### src/rtl/clhd_pkg.sv
// ----------------------------------------------------------------------------
// clhd_pkg
// Shared types and constants of the Content-Length header deframer.
// ----------------------------------------------------------------------------
package clhd_pkg;

    // Result kinds.
    localparam logic [1:0] KIND_HEADER = 2'd0;
    localparam logic [1:0] KIND_BODY   = 2'd1;
    localparam logic [1:0] KIND_BAD    = 2'd2;

    // Characters the parser looks for.
    localparam logic [7:0] CHAR_NUL   = 8'h00;
    localparam logic [7:0] CHAR_LF    = 8'h0A;
    localparam logic [7:0] CHAR_CR    = 8'h0D;
    localparam logic [7:0] CHAR_SPACE = 8'h20;
    localparam logic [7:0] CHAR_COLON = 8'h3A;
    localparam logic [7:0] CHAR_ZERO  = 8'h30;
    localparam logic [7:0] CHAR_NINE  = 8'h39;

    // Length of the key "Content-Length" and the saturation limit.
    localparam logic [3:0]  KEY_LEN = 4'd14;
    localparam logic [30:0] LEN_MAX = 31'h7FFF_FFFF;

    // Where the current header line is: in the key, skipping spaces after
    // the colon, or in the value.
    typedef enum logic [2:0] {
        PH_KEY   = 3'b001,
        PH_SPACE = 3'b010,
        PH_VALUE = 3'b100
    } t_phase;

    // Lowercase letters of the key, one per position.
    function automatic logic [7:0] key_char(input logic [3:0] pos);
        logic [7:0] c;
        case (pos)
            4'd0:    c = "c";
            4'd1:    c = "o";
            4'd2:    c = "n";
            4'd3:    c = "t";
            4'd4:    c = "e";
            4'd5:    c = "n";
            4'd6:    c = "t";
            4'd7:    c = "-";
            4'd8:    c = "l";
            4'd9:    c = "e";
            4'd10:   c = "n";
            4'd11:   c = "g";
            4'd12:   c = "t";
            4'd13:   c = "h";
            default: c = 8'h00;
        endcase
        return c;
    endfunction

    // ASCII uppercase to lowercase; other bytes pass unchanged.
    function automatic logic [7:0] to_lower(input logic [7:0] c);
        logic [7:0] r;
        r = c;
        if (c >= "A" && c <= "Z") begin
            r = c + 8'd32;
        end
        return r;
    endfunction

endpackage

### src/rtl/clhd_input_stage.sv
// ----------------------------------------------------------------------------
// clhd_input_stage
// Input register: holds one received byte until the parser takes it.
// ----------------------------------------------------------------------------
module clhd_input_stage (
    input  logic       i_clk,
    input  logic       i_rst_n,
    input  logic       i_valid,
    input  logic [7:0] i_in_byte,
    output logic       o_stall,
    input  logic       i_take,
    output logic       o_valid,
    output logic [7:0] o_byte
);
    import clhd_pkg::*;

    logic       r_valid;
    logic [7:0] r_byte;
    logic       n_valid;
    logic       accept;

    // The register can load whenever it is empty or is being emptied.
    assign o_stall = r_valid && !i_take;
    assign accept  = i_valid && !o_stall;

    always_comb begin
        n_valid = r_valid;
        if (accept) begin
            n_valid = 1'b1;
        end else if (i_take) begin
            n_valid = 1'b0;
        end
    end

    always_ff @(posedge i_clk) begin
        if (!i_rst_n) begin
            r_valid <= 1'b0;
        end else begin
            r_valid <= n_valid;
        end
    end

    always_ff @(posedge i_clk) begin
        if (accept) begin
            r_byte <= i_in_byte;
        end
    end

    assign o_valid = r_valid;
    assign o_byte  = r_byte;

endmodule

### src/rtl/clhd_frame_core.sv
// ----------------------------------------------------------------------------
// clhd_frame_core
// Header line parser, length accumulator, body counter and result register.
// ----------------------------------------------------------------------------
module clhd_frame_core #(
    parameter int LINE_BUFFER = 80,
    parameter int MAX_DIGITS  = 7
) (
    input  logic        i_clk,
    input  logic        i_rst_n,
    input  logic        i_valid,
    input  logic [7:0]  i_byte,
    output logic        o_take,
    output logic        o_valid,
    input  logic        i_stall,
    output logic [1:0]  o_kind,
    output logic [7:0]  o_data_byte,
    output logic [30:0] o_body_length,
    output logic        o_last
);
    import clhd_pkg::*;

    localparam int LINE_LIMIT = LINE_BUFFER - 2;
    localparam int LBW        = $clog2(LINE_BUFFER - 1);
    localparam int DCW        = $clog2(MAX_DIGITS + 2);

    typedef struct packed {
        logic [LBW-1:0] line_bytes;
        t_phase         phase;
        logic [3:0]     match_pos;
        logic           mismatch;
        logic           nul_seen;
        logic [DCW-1:0] digit_count;
        logic           value_bad;
    } t_line;

    typedef struct packed {
        t_line line;
        logic  add_digit;
    } t_step;

    localparam t_line LINE_CLEAR = '{
        line_bytes:  '0,
        phase:       PH_KEY,
        match_pos:   4'd0,
        mismatch:    1'b0,
        nul_seen:    1'b0,
        digit_count: '0,
        value_bad:   1'b0
    };

    function automatic logic key_ok(input t_line s);
        return !s.mismatch && (s.match_pos == KEY_LEN);
    endfunction

    // One content byte of a header line.
    function automatic t_step content_step(input t_line s, input logic [7:0] b);
        t_step r;
        r.line      = s;
        r.add_digit = 1'b0;
        if (s.line_bytes < LBW'(LINE_LIMIT)) begin
            r.line.line_bytes = s.line_bytes + LBW'(1);
            if (!s.nul_seen) begin
                if (b == CHAR_NUL) begin
                    r.line.nul_seen = 1'b1;
                end else if (s.phase == PH_KEY) begin
                    if (b == CHAR_COLON) begin
                        r.line.phase = PH_SPACE;
                    end else if (s.match_pos < KEY_LEN &&
                                 to_lower(b) == key_char(s.match_pos)) begin
                        r.line.match_pos = s.match_pos + 4'd1;
                    end else begin
                        r.line.mismatch = 1'b1;
                    end
                end else if (!(s.phase == PH_SPACE && b == CHAR_SPACE)) begin
                    r.line.phase = PH_VALUE;
                    if (key_ok(s)) begin
                        if (s.digit_count <= DCW'(MAX_DIGITS)) begin
                            r.line.digit_count = s.digit_count + DCW'(1);
                        end
                        if (b < CHAR_ZERO || b > CHAR_NINE) begin
                            r.line.value_bad = 1'b1;
                        end else begin
                            r.add_digit = 1'b1;
                        end
                    end
                end
            end
        end
        return r;
    endfunction

    // State registers.
    t_line       r_line,      n_line;
    logic        r_in_body,   n_in_body;
    logic        r_cr,        n_cr;
    logic [30:0] r_acc,       n_acc;
    logic [30:0] r_remaining, n_remaining;

    // Result register.
    logic        r_out_valid, n_out_valid;
    logic [1:0]  r_kind,      n_kind;
    logic [7:0]  r_data,      n_data;
    logic [30:0] r_len,       n_len;
    logic        r_last,      n_last;

    logic        take;
    t_step       step_cr;
    t_step       step_b;
    logic        add_digit;
    logic [34:0] acc_wide;

    // An item is processed only when the result register is free or leaving.
    assign take   = i_valid && (!r_out_valid || !i_stall);
    assign o_take = take;

    assign step_cr  = content_step(r_line, CHAR_CR);
    assign step_b   = content_step(r_cr ? step_cr.line : r_line, i_byte);
    assign acc_wide = ({4'd0, r_acc} << 3) + ({4'd0, r_acc} << 1)
                    + {27'd0, i_byte - CHAR_ZERO};

    always_comb begin
        n_line      = r_line;
        n_in_body   = r_in_body;
        n_cr        = r_cr;
        n_acc       = r_acc;
        n_remaining = r_remaining;
        n_out_valid = r_out_valid && i_stall;
        n_kind      = r_kind;
        n_data      = r_data;
        n_len       = r_len;
        n_last      = r_last;
        add_digit   = 1'b0;

        if (take) begin
            if (r_in_body) begin
                n_out_valid = 1'b1;
                n_kind      = KIND_BODY;
                n_data      = i_byte;
                n_len       = 31'd0;
                n_last      = (r_remaining == 31'd1);
                n_remaining = r_remaining - 31'd1;
                if (r_remaining == 31'd1) begin
                    n_line    = LINE_CLEAR;
                    n_in_body = 1'b0;
                    n_cr      = 1'b0;
                    n_acc     = 31'd0;
                end
            end else if (r_cr && i_byte == CHAR_LF) begin
                // End of line.
                n_cr   = 1'b0;
                n_line = LINE_CLEAR;
                if (r_line.line_bytes == '0) begin
                    n_out_valid = 1'b1;
                    n_kind      = KIND_HEADER;
                    n_data      = 8'd0;
                    n_len       = r_acc;
                    n_last      = (r_acc == 31'd0);
                    n_acc       = 31'd0;
                    n_in_body   = (r_acc != 31'd0);
                    n_remaining = r_acc;
                end else if (key_ok(r_line) &&
                             (r_line.phase == PH_KEY ||
                              r_line.digit_count > DCW'(MAX_DIGITS) ||
                              r_line.value_bad)) begin
                    n_out_valid = 1'b1;
                    n_kind      = KIND_BAD;
                    n_data      = 8'd0;
                    n_len       = 31'd0;
                    n_last      = 1'b0;
                    n_acc       = 31'd0;
                    n_remaining = 31'd0;
                end
            end else if (r_cr) begin
                // The held CR was content after all.
                if (i_byte == CHAR_CR) begin
                    n_line = step_cr.line;
                end else begin
                    n_cr      = 1'b0;
                    n_line    = step_b.line;
                    add_digit = step_b.add_digit;
                end
            end else if (i_byte == CHAR_CR) begin
                n_cr = 1'b1;
            end else begin
                n_line    = step_b.line;
                add_digit = step_b.add_digit;
            end

            if (add_digit) begin
                n_acc = (acc_wide > {4'd0, LEN_MAX}) ? LEN_MAX : acc_wide[30:0];
            end
        end
    end

    always_ff @(posedge i_clk) begin
        if (!i_rst_n) begin
            r_line      <= LINE_CLEAR;
            r_in_body   <= 1'b0;
            r_cr        <= 1'b0;
            r_acc       <= 31'd0;
            r_remaining <= 31'd0;
            r_out_valid <= 1'b0;
        end else begin
            r_line      <= n_line;
            r_in_body   <= n_in_body;
            r_cr        <= n_cr;
            r_acc       <= n_acc;
            r_remaining <= n_remaining;
            r_out_valid <= n_out_valid;
        end
    end

    always_ff @(posedge i_clk) begin
        r_kind <= n_kind;
        r_data <= n_data;
        r_len  <= n_len;
        r_last <= n_last;
    end

    assign o_valid       = r_out_valid;
    assign o_kind        = r_kind;
    assign o_data_byte   = r_data;
    assign o_body_length = r_len;
    assign o_last        = r_last;

endmodule

### src/rtl/content_length_header_deframer.sv
// ----------------------------------------------------------------------------
// content_length_header_deframer
// Splits a byte stream into CRLF header lines, reads Content-Length and
// passes the following body bytes through.
// ----------------------------------------------------------------------------
// Usage:
// The input channel (i_valid, o_stall, i_in_byte) carries one received byte
// per word. The output channel (o_valid, i_stall and the result fields)
// carries at most one result per input word: a header-complete word with
// the parsed length, a body byte, or a bad-length-header word.
// A byte is registered in the input register on acceptance and is parsed
// once the result register is free or leaving, where its result is written
// to the output register that drives the output channel.
// One byte is taken every cycle while the receiver does not stall; the rate
// is set by the combinational line parser between the two registers.
// When the receiver stalls with a result waiting, the parser holds the next
// byte in the input register and o_stall rises only once that register is
// also full; a byte that yields no result still waits behind the held one.
// The synchronous, active-low reset empties both registers and returns the
// parser to the start of a header with the running length cleared.
// ----------------------------------------------------------------------------
module content_length_header_deframer #(
    parameter int LINE_BUFFER = 80,
    parameter int MAX_DIGITS  = 7
) (
    input  logic        i_clk,
    input  logic        i_rst_n,
    input  logic        i_valid,
    output logic        o_stall,
    input  logic [7:0]  i_in_byte,
    output logic        o_valid,
    input  logic        i_stall,
    output logic [1:0]  o_kind,
    output logic [7:0]  o_data_byte,
    output logic [30:0] o_body_length,
    output logic        o_last
);
    import clhd_pkg::*;

    // Byte held between the input register and the parser.
    logic       held_valid;
    logic [7:0] held_byte;
    logic       parser_take;

    clhd_input_stage u_input (
        .i_clk     (i_clk),
        .i_rst_n   (i_rst_n),
        .i_valid   (i_valid),
        .i_in_byte (i_in_byte),
        .o_stall   (o_stall),
        .i_take    (parser_take),
        .o_valid   (held_valid),
        .o_byte    (held_byte)
    );

    // The core parses a held byte whenever its result register can take a
    // new word, and drives the output channel straight from that register.
    clhd_frame_core #(
        .LINE_BUFFER (LINE_BUFFER),
        .MAX_DIGITS  (MAX_DIGITS)
    ) u_core (
        .i_clk         (i_clk),
        .i_rst_n       (i_rst_n),
        .i_valid       (held_valid),
        .i_byte        (held_byte),
        .o_take        (parser_take),
        .o_valid       (o_valid),
        .i_stall       (i_stall),
        .o_kind        (o_kind),
        .o_data_byte   (o_data_byte),
        .o_body_length (o_body_length),
        .o_last        (o_last)
    );

endmodule
### config.mk
export PLATFORM = sky130hd
export DESIGN_NAME = content_length_header_deframer
export DESIGN_NICKNAME = d
export VERILOG_FILES = /design/src/rtl/clhd_pkg.sv /design/src/rtl/clhd_input_stage.sv /design/src/rtl/clhd_frame_core.sv /design/src/rtl/content_length_header_deframer.sv
export SDC_FILE = /design/constraint.sdc
export NUM_CORES = 1
export LEC_CHECK = 0
export BUFFER_PORTS_ARGS = -buffer_cell sky130_fd_sc_hd__buf_2
export CAP_MARGIN = 20
export CORE_MARGIN = 4
export CORE_UTILIZATION = 30
export DETAILED_ROUTE_END_ITERATION = 7
export HOLD_SLACK_MARGIN = 0.15
export PLACE_DENSITY_LB_ADDON = 0.12
export SYNTH_ARGS = -nofsm -noshare
export SYNTH_HDL_FRONTEND = slang
export SYNTH_SLANG_ARGS = --single-unit
### constraint.sdc
create_clock -name i_clk -period 6.4 [get_ports i_clk]
set_input_delay 1.28 -clock i_clk [delete_from_list [all_inputs] [get_ports i_clk]]
set_output_delay 1.28 -clock i_clk [all_outputs]
set_load 0.05 [all_outputs]
==> flow_metrics.py, run 1 <==
metrics = {
    "layout": {
        "share_of_layout_cells_above_drive_strength_1": 0.104,
        "antennaDiodeCount": 0,
        "final_nets": 1399,
        "flow.area_growth_from_synthesis_pct": 12.5,
    },
    "worst_setup_path": {
        "number_of_gates_on_the_worst_path_with_buffers_counted": 17,
        "critical_path.max_fanout": 30,
        "crit_path_end_kind": "flip-flop",
        "path_delay_family": "compound AO/OA/AOI/OAI gates",
        "worst_r2r_path_depth": 17,
        "crit_required_ns": 6.68,
        "timing.critical_path.buf_inv": 4,
        "path_class": "flip-flop to flip-flop",
        "crit_path_cell_trace": "inv_1, ha_1, inv_1, fa_1, inv_1, ha_1, a21oi_1, o21ai_0, a31oi_1, o31ai_1, buf_4, a311oi_1, o21bai_1, a311oi_1, nand2_1, o21ai_0, a21oi_1",
        "slowest_cp_cell": "nand2_1",
        "setup.worst_path.start_class": "flip-flop",
        "timing.critical_path.arrival_ns": 5.53,
        "crit_path_frequent_cell": "inv_1",
        "cpPeakStageDelay_ns": 0.64,
    },
    "sta": {
        "final-max-slew-violation-count": 0,
        "setup_viol_count_final": 0,
        "worst_slew_margin_rel": 0.314,
        "totalNegativeSetupSlack_ns": 0,
        "tightestPinTransition_ns": 1.03,
        "final-hold-violation-count": 0,
        "fmax_mhz": 191,
        "grt_setup_unrepaired": "no",
        "timing.clock.skew_ns": 0.00800,
        "period_needed_ns": 5.25,
        "period_utilization": 0.820,
        "worst_hold_slack_ns": 0.486,
    },
    "synthesis": {
        "synthesis.nets": 1373,
        "synth_top_cells_by_count": "nand2_1 (145), a21oi_1 (104), nor2_1 (104), o21ai_0 (101), dfxtp_1 (94)",
        "synth_most_common_cell": "nand2_1",
        "xor_xnor_portion_of_the_synthesized_cell_area": 0.0296,
        "synth.yosys.seq_area_share": 0.326,
        "yosys.area_share.simple": 0.243,
        "synth-seq-cells": 144,
        "synth_async_sr_flop_share": 0,
        "yosys.area.top_type": "dfxtp_1",
        "synth.area.top_cells": "dfxtp_1 (18%), edfxtp_1 (14%), ha_1 (9.9%)",
        "synth_top_cell_area_share": 0.181,
        "largest_family_of_logic_cells_by_synthesized_area": "simple AND/OR/NAND/NOR gates",
        "post_synthesis_adder_cell_area_fraction": 0.110,
        "post_synth_inst_count": 1273,
        "synth_flop_cell": "dfxtp_1",
        "synth_area_mm2": 0.0104,
        "post_synth_num_cell_types": 84,
        "yosys_warnings": 0,
        "post_synth.cell_area_avg_um2": 8.15,
        "synth-edff-count": 50,
        "synth_compound_area_frac": 0.227,
        "post_synth_mux_area_share": 0.0150,
    },
    "job": {
        "drv.max_cap_violation_count": 0,
    },
    "grt": {
        "first_global_vias": 8942,
        "antenna_found_initial": 1,
        "grt_overflow": 0,
        "grt_start_max_net_pins": 77,
        "grt_pass1_wl_mm": 50.5,
        "globalRouteTotalUtil": 0.165,
    },
    "clock_tree": {
        "clk_latency_ns": 0.43,
        "numClockSinks": 144,
        "cts_root_buffer": "clkbuf_16",
        "cts_max_path_buffers": 2,
        "cts_tree": "yes",
        "cts_inserted_buffers": 17,
        "clock_tree.htree_level_count": 4,
        "post_cts_resize_count": 0,
        "cts.repair_timing.setup_buffer_count": 0,
        "cts_hold_buf": 0,
        "clk_pin_slew_ns": 0.07,
    },
    "detailed_routing": {
        "postRouteAntennaNets": 0,
        "first_pass_iters": 5,
        "starting_drt_drc_count": 653,
        "routedWlPerCell_um": 18.2,
        "finalWirelength_mm": 32.0,
        "detail_route.drc_violations": 0,
        "routed-via-count": 9424,
        "vias_per_cell": 5.35,
    },
    "die": {
        "fp.dieH_um": 194,
        "die_w_um": 194,
        "floorplan.core_area_mm2": 0.0338,
        "floorplan.initialDensity": 0.307,
        "ios": 56,
        "placementRows": 67,
        "die_area_mm2": 0.0376,
    },
    "placed_design": {
        "portBuffers": 55,
        "finalWeightedCongestion": 0.869,
        "detailedPlacementHpwl_mm": 23.5,
    },
    "worst_hold_path": {
        "hp-class": "flip-flop to flip-flop",
        "worst_hold_path.num_cells": 2,
    },
    "run_status": {
        "result_of_the_run": "complete, no violations",
    },
    "pwr": {
        "cellPowerDensity_mw_per_mm2": 192,
        "power.share.switching": 0.277,
        "power_report.internal_total_mw": 1.62,
        "clkPwrFrac": 0.462,
        "seq_power_share": 0.440,
        "power_frac_comb": 0.098,
        "netSwitchingPower_uw": 620,
        "p_leak_nw": 4.75,
        "worst_ir_drop_vdd_v": 0.000180,
    },
}
[area by class of cell]
| cell class | count | area (um2) |
|---|---|---|
| fill | 3548 | 22100 |
| multi-input combinational | 1002 | 6490 |
| sequential | 144 | 3380 |
| tap | 448 | 561 |
| clock buffer | 17 | 425 |
| timing repair buffer | 71 | 395 |
| inverter | 63 | 241 |
| clock inverter | 15 | 169 |
[kinds of logic (layout without fill, tap and decap cells)]
kind of cell,after synthesis,in the layout
DFF,144,144
and+or+nand+nor,496,496
xor gates and xnor gates,35,35
muxes,15,15
adders and majority gates,88,88
AOI/OAI and AO/OA,368,368
buffers and inverters,127,166
[power by group through the flow]
stage | sequential [mW] | clock [mW] | combinational (mW)
final | 0.986 | 1.03 | 0.219
after global routing | 0.989 | 1.09 | 0.243
after CTS | 0.986 | 1.06 | 0.220
after detailed placement | 1.01 | 0 | 0.218
after global placement | 1.01 | 0 | 0.220
after floorplan | 1.01 | 0 | 0.147
[cells in the final DEF, fill, tap and decap left out, types with 24 or more instances in the layout]
cell,instances
buf_2,55
nand2_1,145
ha_1,82
dfxtp_1,94
a21o_1,24
nor3_1,40
nor2_1,104
inv_1,59
and2_1,55
edfxtp_1,50
o21ai_0,101
a31oi_1,28
a21oi_1,104
nand3_1,34
[state kept, by name (all words and copies together) (netlist names), 2 cells and up, named ones only]
| signal | count |
|---|---|
| u_input.o_byte | 8 |
| u_core.r_acc | 31 |
| u_core.r_line | 21 |
| u_core.r_remaining | 31 |
| u_core.o_data_byte | 8 |
| u_core.o_kind | 2 |
| u_core.o_body_length | 31 |
[metal layers]
| layer | global-route usage | share of wire | vias up |
|---|---|---|---|
| li1 | - | - | 4695 |
| met1 | 0.242 | 0.51 | 4494 |
| met2 | 0.257 | 0.44 | 207 |
| met3 | 0.0243 | 0.043 | 26 |
| met4 | 0.0362 | 0.010 | 2 |
| met5 | 0 | 0.00022 | - |
[path summary, 6_finish.rpt]
path | startpoint | end | slack (ns)
max reg2reg | u_input.o_byte[4] | u_core.r_acc[29] | 1.15
max | u_input.o_byte[4] | u_core.r_acc[29] | 1.15
min | u_core.r_remaining[20] | u_core.r_remaining[20] | 0.49
min reg2reg | u_core.r_remaining[20] | u_core.r_remaining[20] | 0.49
[per-stage QoR]
stage               instances  utilization  setup WS [ns]  power (mW)  area (um2)
floorplan                1273            -           1.91        1.16       10400
global placement         1727        0.328           1.34        1.23       11100
detailed placement       1727        0.328           1.20        1.22       11100
CTS                      1759        0.345           1.16        2.26       11700
global route             1760        0.345          0.667        2.32       11700
finish                   1760        0.345           1.15        2.24       11700
[worst min-delay path: stages (launching register included)]
cell     delay (ns)
dfxtp_1        0.33
a21oi_1        0.06
nor2_1         0.07
Note: power is estimated with default switching activity, not from simulation.
==> run 2, diff against run 1 <==
- clock period: 6.4 -> 4.7 ns (I/O delays scaled with it)
==> flow_metrics.py, run 2 (synthesis results as in run 1) <==
metrics = {
    "worst_setup_path": {
        "slowest_cp_cell": "edfxtp_1",
        "crit_path_end_kind": "flip-flop",
        "setup.worst_path.start_class": "flip-flop",
        "timing.critical_path.buf_inv": 2,
        "worst_r2r_path_depth": 16,
        "worst-r2r-setup-slack_ns": 0.29,
        "crit_path_cell_trace": "ha_1, a21oi_1, xnor2_1, fa_1, inv_1, ha_1, nand2_1, o21ai_0, a31oi_1, o31ai_1, a311oi_2, o21a_1, a311oi_2, nand2_1, buf_12, o311a_1",
        "worst_r2r_endpoint": "u_core.r_acc[18]",
        "cpPeakStageDelay_ns": 0.51,
        "rr_startpoint": "u_input.o_byte[5]",
        "crit_required_ns": 5.02,
        "path_delay_family": "compound AO/OA/AOI/OAI gates",
        "critical_path.max_fanout": 30,
        "path_class": "flip-flop to flip-flop",
        "timing.critical_path.arrival_ns": 4.74,
    },
    "clock_tree": {
        "cts_tree": "yes",
        "clock_tree.htree_level_count": 4,
        "cts_max_path_buffers": 2,
        "clk_pin_slew_ns": 0.07,
        "clk_latency_ns": 0.43,
        "cts_inserted_buffers": 17,
        "cts_root_buffer": "clkbuf_16",
        "numClockSinks": 144,
    },
    "grt": {
        "global_route.peak_usage_layer": "met1",
        "globalRouteTotalUtil": 0.170,
        "antenna_found_initial": 0,
        "grt_start_max_net_pins": 65,
        "gr-usage-met3": 0.0254,
        "global_route.usage.met2": 0.256,
        "first_global_vias": 9088,
        "grt_pass1_wl_mm": 52.3,
        "grt_overflow": 0,
        "global_route_track_usage_on_met1": 0.260,
    },
    "sta": {
        "fmax_mhz": 227,
        "totalNegativeSetupSlack_ns": 0,
        "setup_viol_count_final": 0,
        "tightestPinTransition_ns": 0.883,
        "final-max-slew-violation-count": 0,
        "period_needed_ns": 4.41,
        "final-hold-violation-count": 0,
        "period_utilization": 0.939,
        "worst_slew_margin_rel": 0.411,
        "grt_setup_unrepaired": "no",
        "timing.clock.skew_ns": 0.0123,
    },
    "layout": {
        "layout_common_cells": "nand2_1 (144), nor2_1 (103), a21oi_1 (103)",
        "layout.cells.most_common": "nand2_1",
        "share_of_layout_cells_above_drive_strength_1": 0.138,
        "final_nets": 1440,
        "antennaDiodeCount": 0,
        "flow.area_growth_from_synthesis_pct": 16.1,
    },
    "detailed_routing": {
        "detail_route.drc_violations": 0,
        "starting_drt_drc_count": 616,
        "postRouteAntennaNets": 0,
        "vias_per_cell": 5.26,
        "routedWlPerCell_um": 18.1,
        "routed-via-count": 9476,
        "first_pass_iters": 5,
        "finalWirelength_mm": 32.5,
    },
    "worst_hold_path": {
        "holdPathEnd": "u_core.r_remaining[7]",
        "hp-start": "u_core.r_remaining[7]",
        "worst_hold_path.num_cells": 2,
        "hp-class": "flip-flop to flip-flop",
    },
    "die": {
        "fp.dieH_um": 194,
        "die_w_um": 194,
        "die_area_mm2": 0.0376,
        "floorplan.initialDensity": 0.307,
        "placementRows": 67,
        "ios": 56,
        "floorplan.core_area_mm2": 0.0338,
    },
    "pwr": {
        "p_leak_nw": 4.97,
        "cellPowerDensity_mw_per_mm2": 252,
        "worst_ir_drop_vdd_v": 0.000257,
        "power_consumption_mw": 3.04,
    },
    "placed_design": {
        "portBuffers": 55,
        "finalWeightedCongestion": 0.846,
        "detailedPlacementHpwl_mm": 24.2,
    },
    "run_status": {
        "result_of_the_run": "complete, no violations",
    },
    "job": {
        "drv.max_cap_violation_count": 0,
    },
}
[run 2: cell types whose count changed in the layout (fill, tap and decap cells not counted), sizes merged]
cell / change
buf: +40
inv: -3
clkbuf: +2
clkinv: +2
bufinv: -1
clkinvlp: +1
[run 2: worst reg2reg max path: cells and delay by family, from the launching register on]
kind / cells / cell delay (ns)
AO/OA/AOI/OAI: 8 / 2.16
adder cells (fa/ha/maj): 3 / 1.09
flip-flops: 1 / 0.51
buffers and inverters: 2 / 0.23
AND/OR/NAND/NOR: 2 / 0.22
XOR/XNOR: 1 / 0.10
[run 2: report_power, final]
| group | internal, mW | switching, mW |
|---|---|---|
| logic | 0.111 | 0.221 |
| registers | 1.31 | 0.0228 |
| clock network | 0.762 | 0.615 |
[run 2: repair_timing]
item,in CTS,in global routing
hold buffers,0,0
endpoints found under the setup margin,0,34
gates resized for setup,0,12
setup buffers,0,3
[run 2: layout make-up]
class                      instances  area (um2)
fill                            3543       21700
multi-input combinational       1002        6550
sequential                       144        3380
timing repair buffer             112         722
tap                              448         561
clock buffer                      18         439
inverter                          63         241
clock inverter                    14         145
[run 2: metal layers]
layer / wire, um / share of wire
met1: 17000 / 0.52
met2: 13900 / 0.43
met3: 1370 / 0.042
met4: 273 / 0.0084
met5: 0 / 0
[run 2: worst max-delay path by stage]
stage / slack [ns] / from / cells after the start / end
6_report: 0.29 / u_input.o_byte[5] / 16 / u_core.r_acc[18]
5_1_grt: 0.004 / u_input.o_byte[5] / 17 / u_core.r_acc[7]
4_1_cts: 0.11 / u_core.r_line[13] / 16 / flip-flop
3_5_place_dp: 0.14 / u_core.r_line[5] / 16 / flip-flop
3_3_place_gp: 0.22 / u_core.r_line[13] / 19 / flip-flop
2_1_floorplan: 0.21 / u_core.r_line[7] / 22 / flip-flop
[run 2: metrics by stage]
stage               utilization  std cells  hold slack [ns]  setup WS [ns]  instance area, um2
floorplan                     -       1273            0.406          0.214               10400
detailed placement        0.336       1765            0.475          0.143               11400
finish                    0.356       1801            0.489          0.287               12000
global placement          0.336       1765            0.471          0.221               11400
global route              0.356       1801            0.531        0.00361               12000
CTS                       0.354       1797            0.492          0.112               11900
==> run 3, diff against run 2 <==
- HOLD_SLACK_MARGIN: 0.15 -> not set
- PLACE_DENSITY: not set -> 0.51
- PLACE_DENSITY_LB_ADDON: 0.12 -> not set
==> flow_metrics.py, run 3 (synthesis results as in run 1) <==
metrics = {
    "run_status": {
        "result_of_the_run": "complete, no violations",
    },
    "placed_design": {
        "finalWeightedCongestion": 0.874,
        "dp_worst_setup_slack_ns": 0.0863,
        "portBuffers": 55,
        "detailedPlacementHpwl_mm": 22.9,
    },
    "sta": {
        "tightestPinTransition_ns": 0.911,
        "fmax_mhz": 229,
        "worst_slew_margin_rel": 0.393,
        "final-max-slew-violation-count": 0,
        "totalNegativeSetupSlack_ns": 0,
        "grt_setup_unrepaired": "no",
        "timing.clock.skew_ns": 0.0114,
        "period_needed_ns": 4.37,
        "final_critical_path_setup_slack_ns": 0.334,
        "setup_viol_count_final": 0,
        "final-hold-violation-count": 0,
        "period_utilization": 0.929,
    },
    "die": {
        "floorplan.core_area_mm2": 0.0338,
        "ios": 56,
        "die_w_um": 194,
        "floorplan.initialDensity": 0.307,
        "placementRows": 67,
        "die_area_mm2": 0.0376,
        "fp.dieH_um": 194,
    },
    "detailed_routing": {
        "starting_drt_drc_count": 714,
        "finalWirelength_mm": 31.2,
        "postRouteAntennaNets": 0,
        "routedWlPerCell_um": 17.4,
        "detail_route.drc_violations": 0,
        "routed-via-count": 9502,
        "first_pass_iters": 5,
        "vias_per_cell": 5.30,
    },
    "grt": {
        "grt_overflow": 0,
        "grt_pass1_wl_mm": 49.9,
        "antenna_found_initial": 3,
        "grt_start_max_net_pins": 65,
        "globalRouteTotalUtil": 0.162,
        "first_global_vias": 9103,
    },
    "layout": {
        "final_nets": 1431,
        "layout_common_cells": "nand2_1 (144), nor2_1 (103), a21oi_1 (103)",
        "flow.area_growth_from_synthesis_pct": 15.1,
        "share_of_layout_cells_above_drive_strength_1": 0.133,
        "layout.cells.most_common": "nand2_1",
        "nFillCells": 3523,
    },
    "clock_tree": {
        "clk_latency_ns": 0.44,
        "cts_max_path_buffers": 2,
        "clock_tree.htree_level_count": 4,
        "cts.repair_timing.setup_buffer_count": 0,
        "cts_inserted_buffers": 17,
        "post_cts_resize_count": 0,
        "cts_tree": "yes",
        "cts_root_buffer": "clkbuf_16",
        "clk_pin_slew_ns": 0.07,
        "cts_hold_buf": 0,
        "numClockSinks": 144,
    },
    "worst_setup_path": {
        "slowest_cp_cell": "or4_4",
        "critical_path.max_fanout": 11,
        "crit_path_end_kind": "flip-flop",
        "crit_required_ns": 5.00,
        "worst_r2r_path_depth": 17,
        "path_class": "flip-flop to flip-flop",
        "crit_path_cell_trace": "a311oi_4, o211ai_2, buf_4, or4_4, a22oi_1, mux2_2, a2111oi_4, nand4_4, nor3_4, mux2i_1, a21o_1, nand2_2, ha_1, inv_1, a221oi_1, a211oi_1, a32oi_1",
        "timing.critical_path.arrival_ns": 4.66,
        "cpPeakStageDelay_ns": 0.55,
        "rr_startpoint": "u_core.r_line[19]",
        "setup.worst_path.start_class": "flip-flop",
        "worstSetupStartpoint": "u_core.r_line[19]",
        "worst-r2r-setup-slack_ns": 0.33,
    },
    "pwr": {
        "cellPowerDensity_mw_per_mm2": 251,
        "p_leak_nw": 4.90,
        "worst_ir_drop_vdd_v": 0.000208,
    },
    "job": {
        "drv.max_cap_violation_count": 0,
    },
    "worst_hold_path": {
        "hp-class": "flip-flop to flip-flop",
    },
}
-- run 3: worst min path at each step --
stage          depth (start not counted)  slack (ns)                   start                     end
3_5_place_dp                           2        0.47   u_core.r_remaining[7]   u_core.r_remaining[7]
6_report                               2        0.49   u_core.r_remaining[7]   u_core.r_remaining[7]
4_1_cts                                2        0.49   u_core.r_remaining[7]   u_core.r_remaining[7]
3_3_place_gp                           2        0.47   u_core.r_remaining[7]   u_core.r_remaining[7]
2_1_floorplan                          0        0.41        u_core.r_in_body        u_core.o_kind[0]
5_1_grt                                2        0.52  u_core.r_remaining[20]  u_core.r_remaining[20]
-- run 3: metal layers --
layer,GRT usage,wire [um],vias up
met5,0,7,-
li1,-,-,4767
met1,0.224,15000,4453
met4,0.0482,602,2
met2,0.256,13800,240
met3,0.0316,1710,40
-- run 3: power by group --
| group | total [mW] | internal, mW | switching, mW |
|---|---|---|---|
| clock | 1.34 | 0.702 | 0.643 |
| combinational | 0.325 | 0.106 | 0.220 |
| sequential | 1.33 | 1.31 | 0.0199 |
-- run 3: area by class of cell --
type / count / area [um2] / area share
clock inverter: 15 / 141 / 0.0118
inverter: 63 / 241 / 0.0202
clock buffer: 17 / 425 / 0.0356
multi-input combinational: 1002 / 6540 / 0.548
antenna: 2 / 5.00 / 0.000419
timing repair buffer: 103 / 636 / 0.0532
tap: 448 / 561 / 0.0470
sequential: 144 / 3390 / 0.284
-- run 3: worst max-delay path, delay by kind of cell (launching register included) --
kind | cells | cell delay (ns)
compound gates | 8 | 1.64
simple gates | 4 | 1.11
mux | 2 | 0.58
flops | 1 | 0.39
buf+inv | 2 | 0.28
fa+ha+maj | 1 | 0.22
-- run 3: metrics by stage --
stage	total power [mW]	cell area, um2	instances	util	hold WS [ns]
floorplan	1.57	10400	1273	-	0.406
global placement	1.67	11300	1760	0.335	0.469
detailed placement	1.68	11300	1760	0.335	0.475
CTS	3.03	11900	1792	0.352	0.492
global route	3.12	11900	1793	0.353	0.521
finish	3.00	11900	1794	0.353	0.488
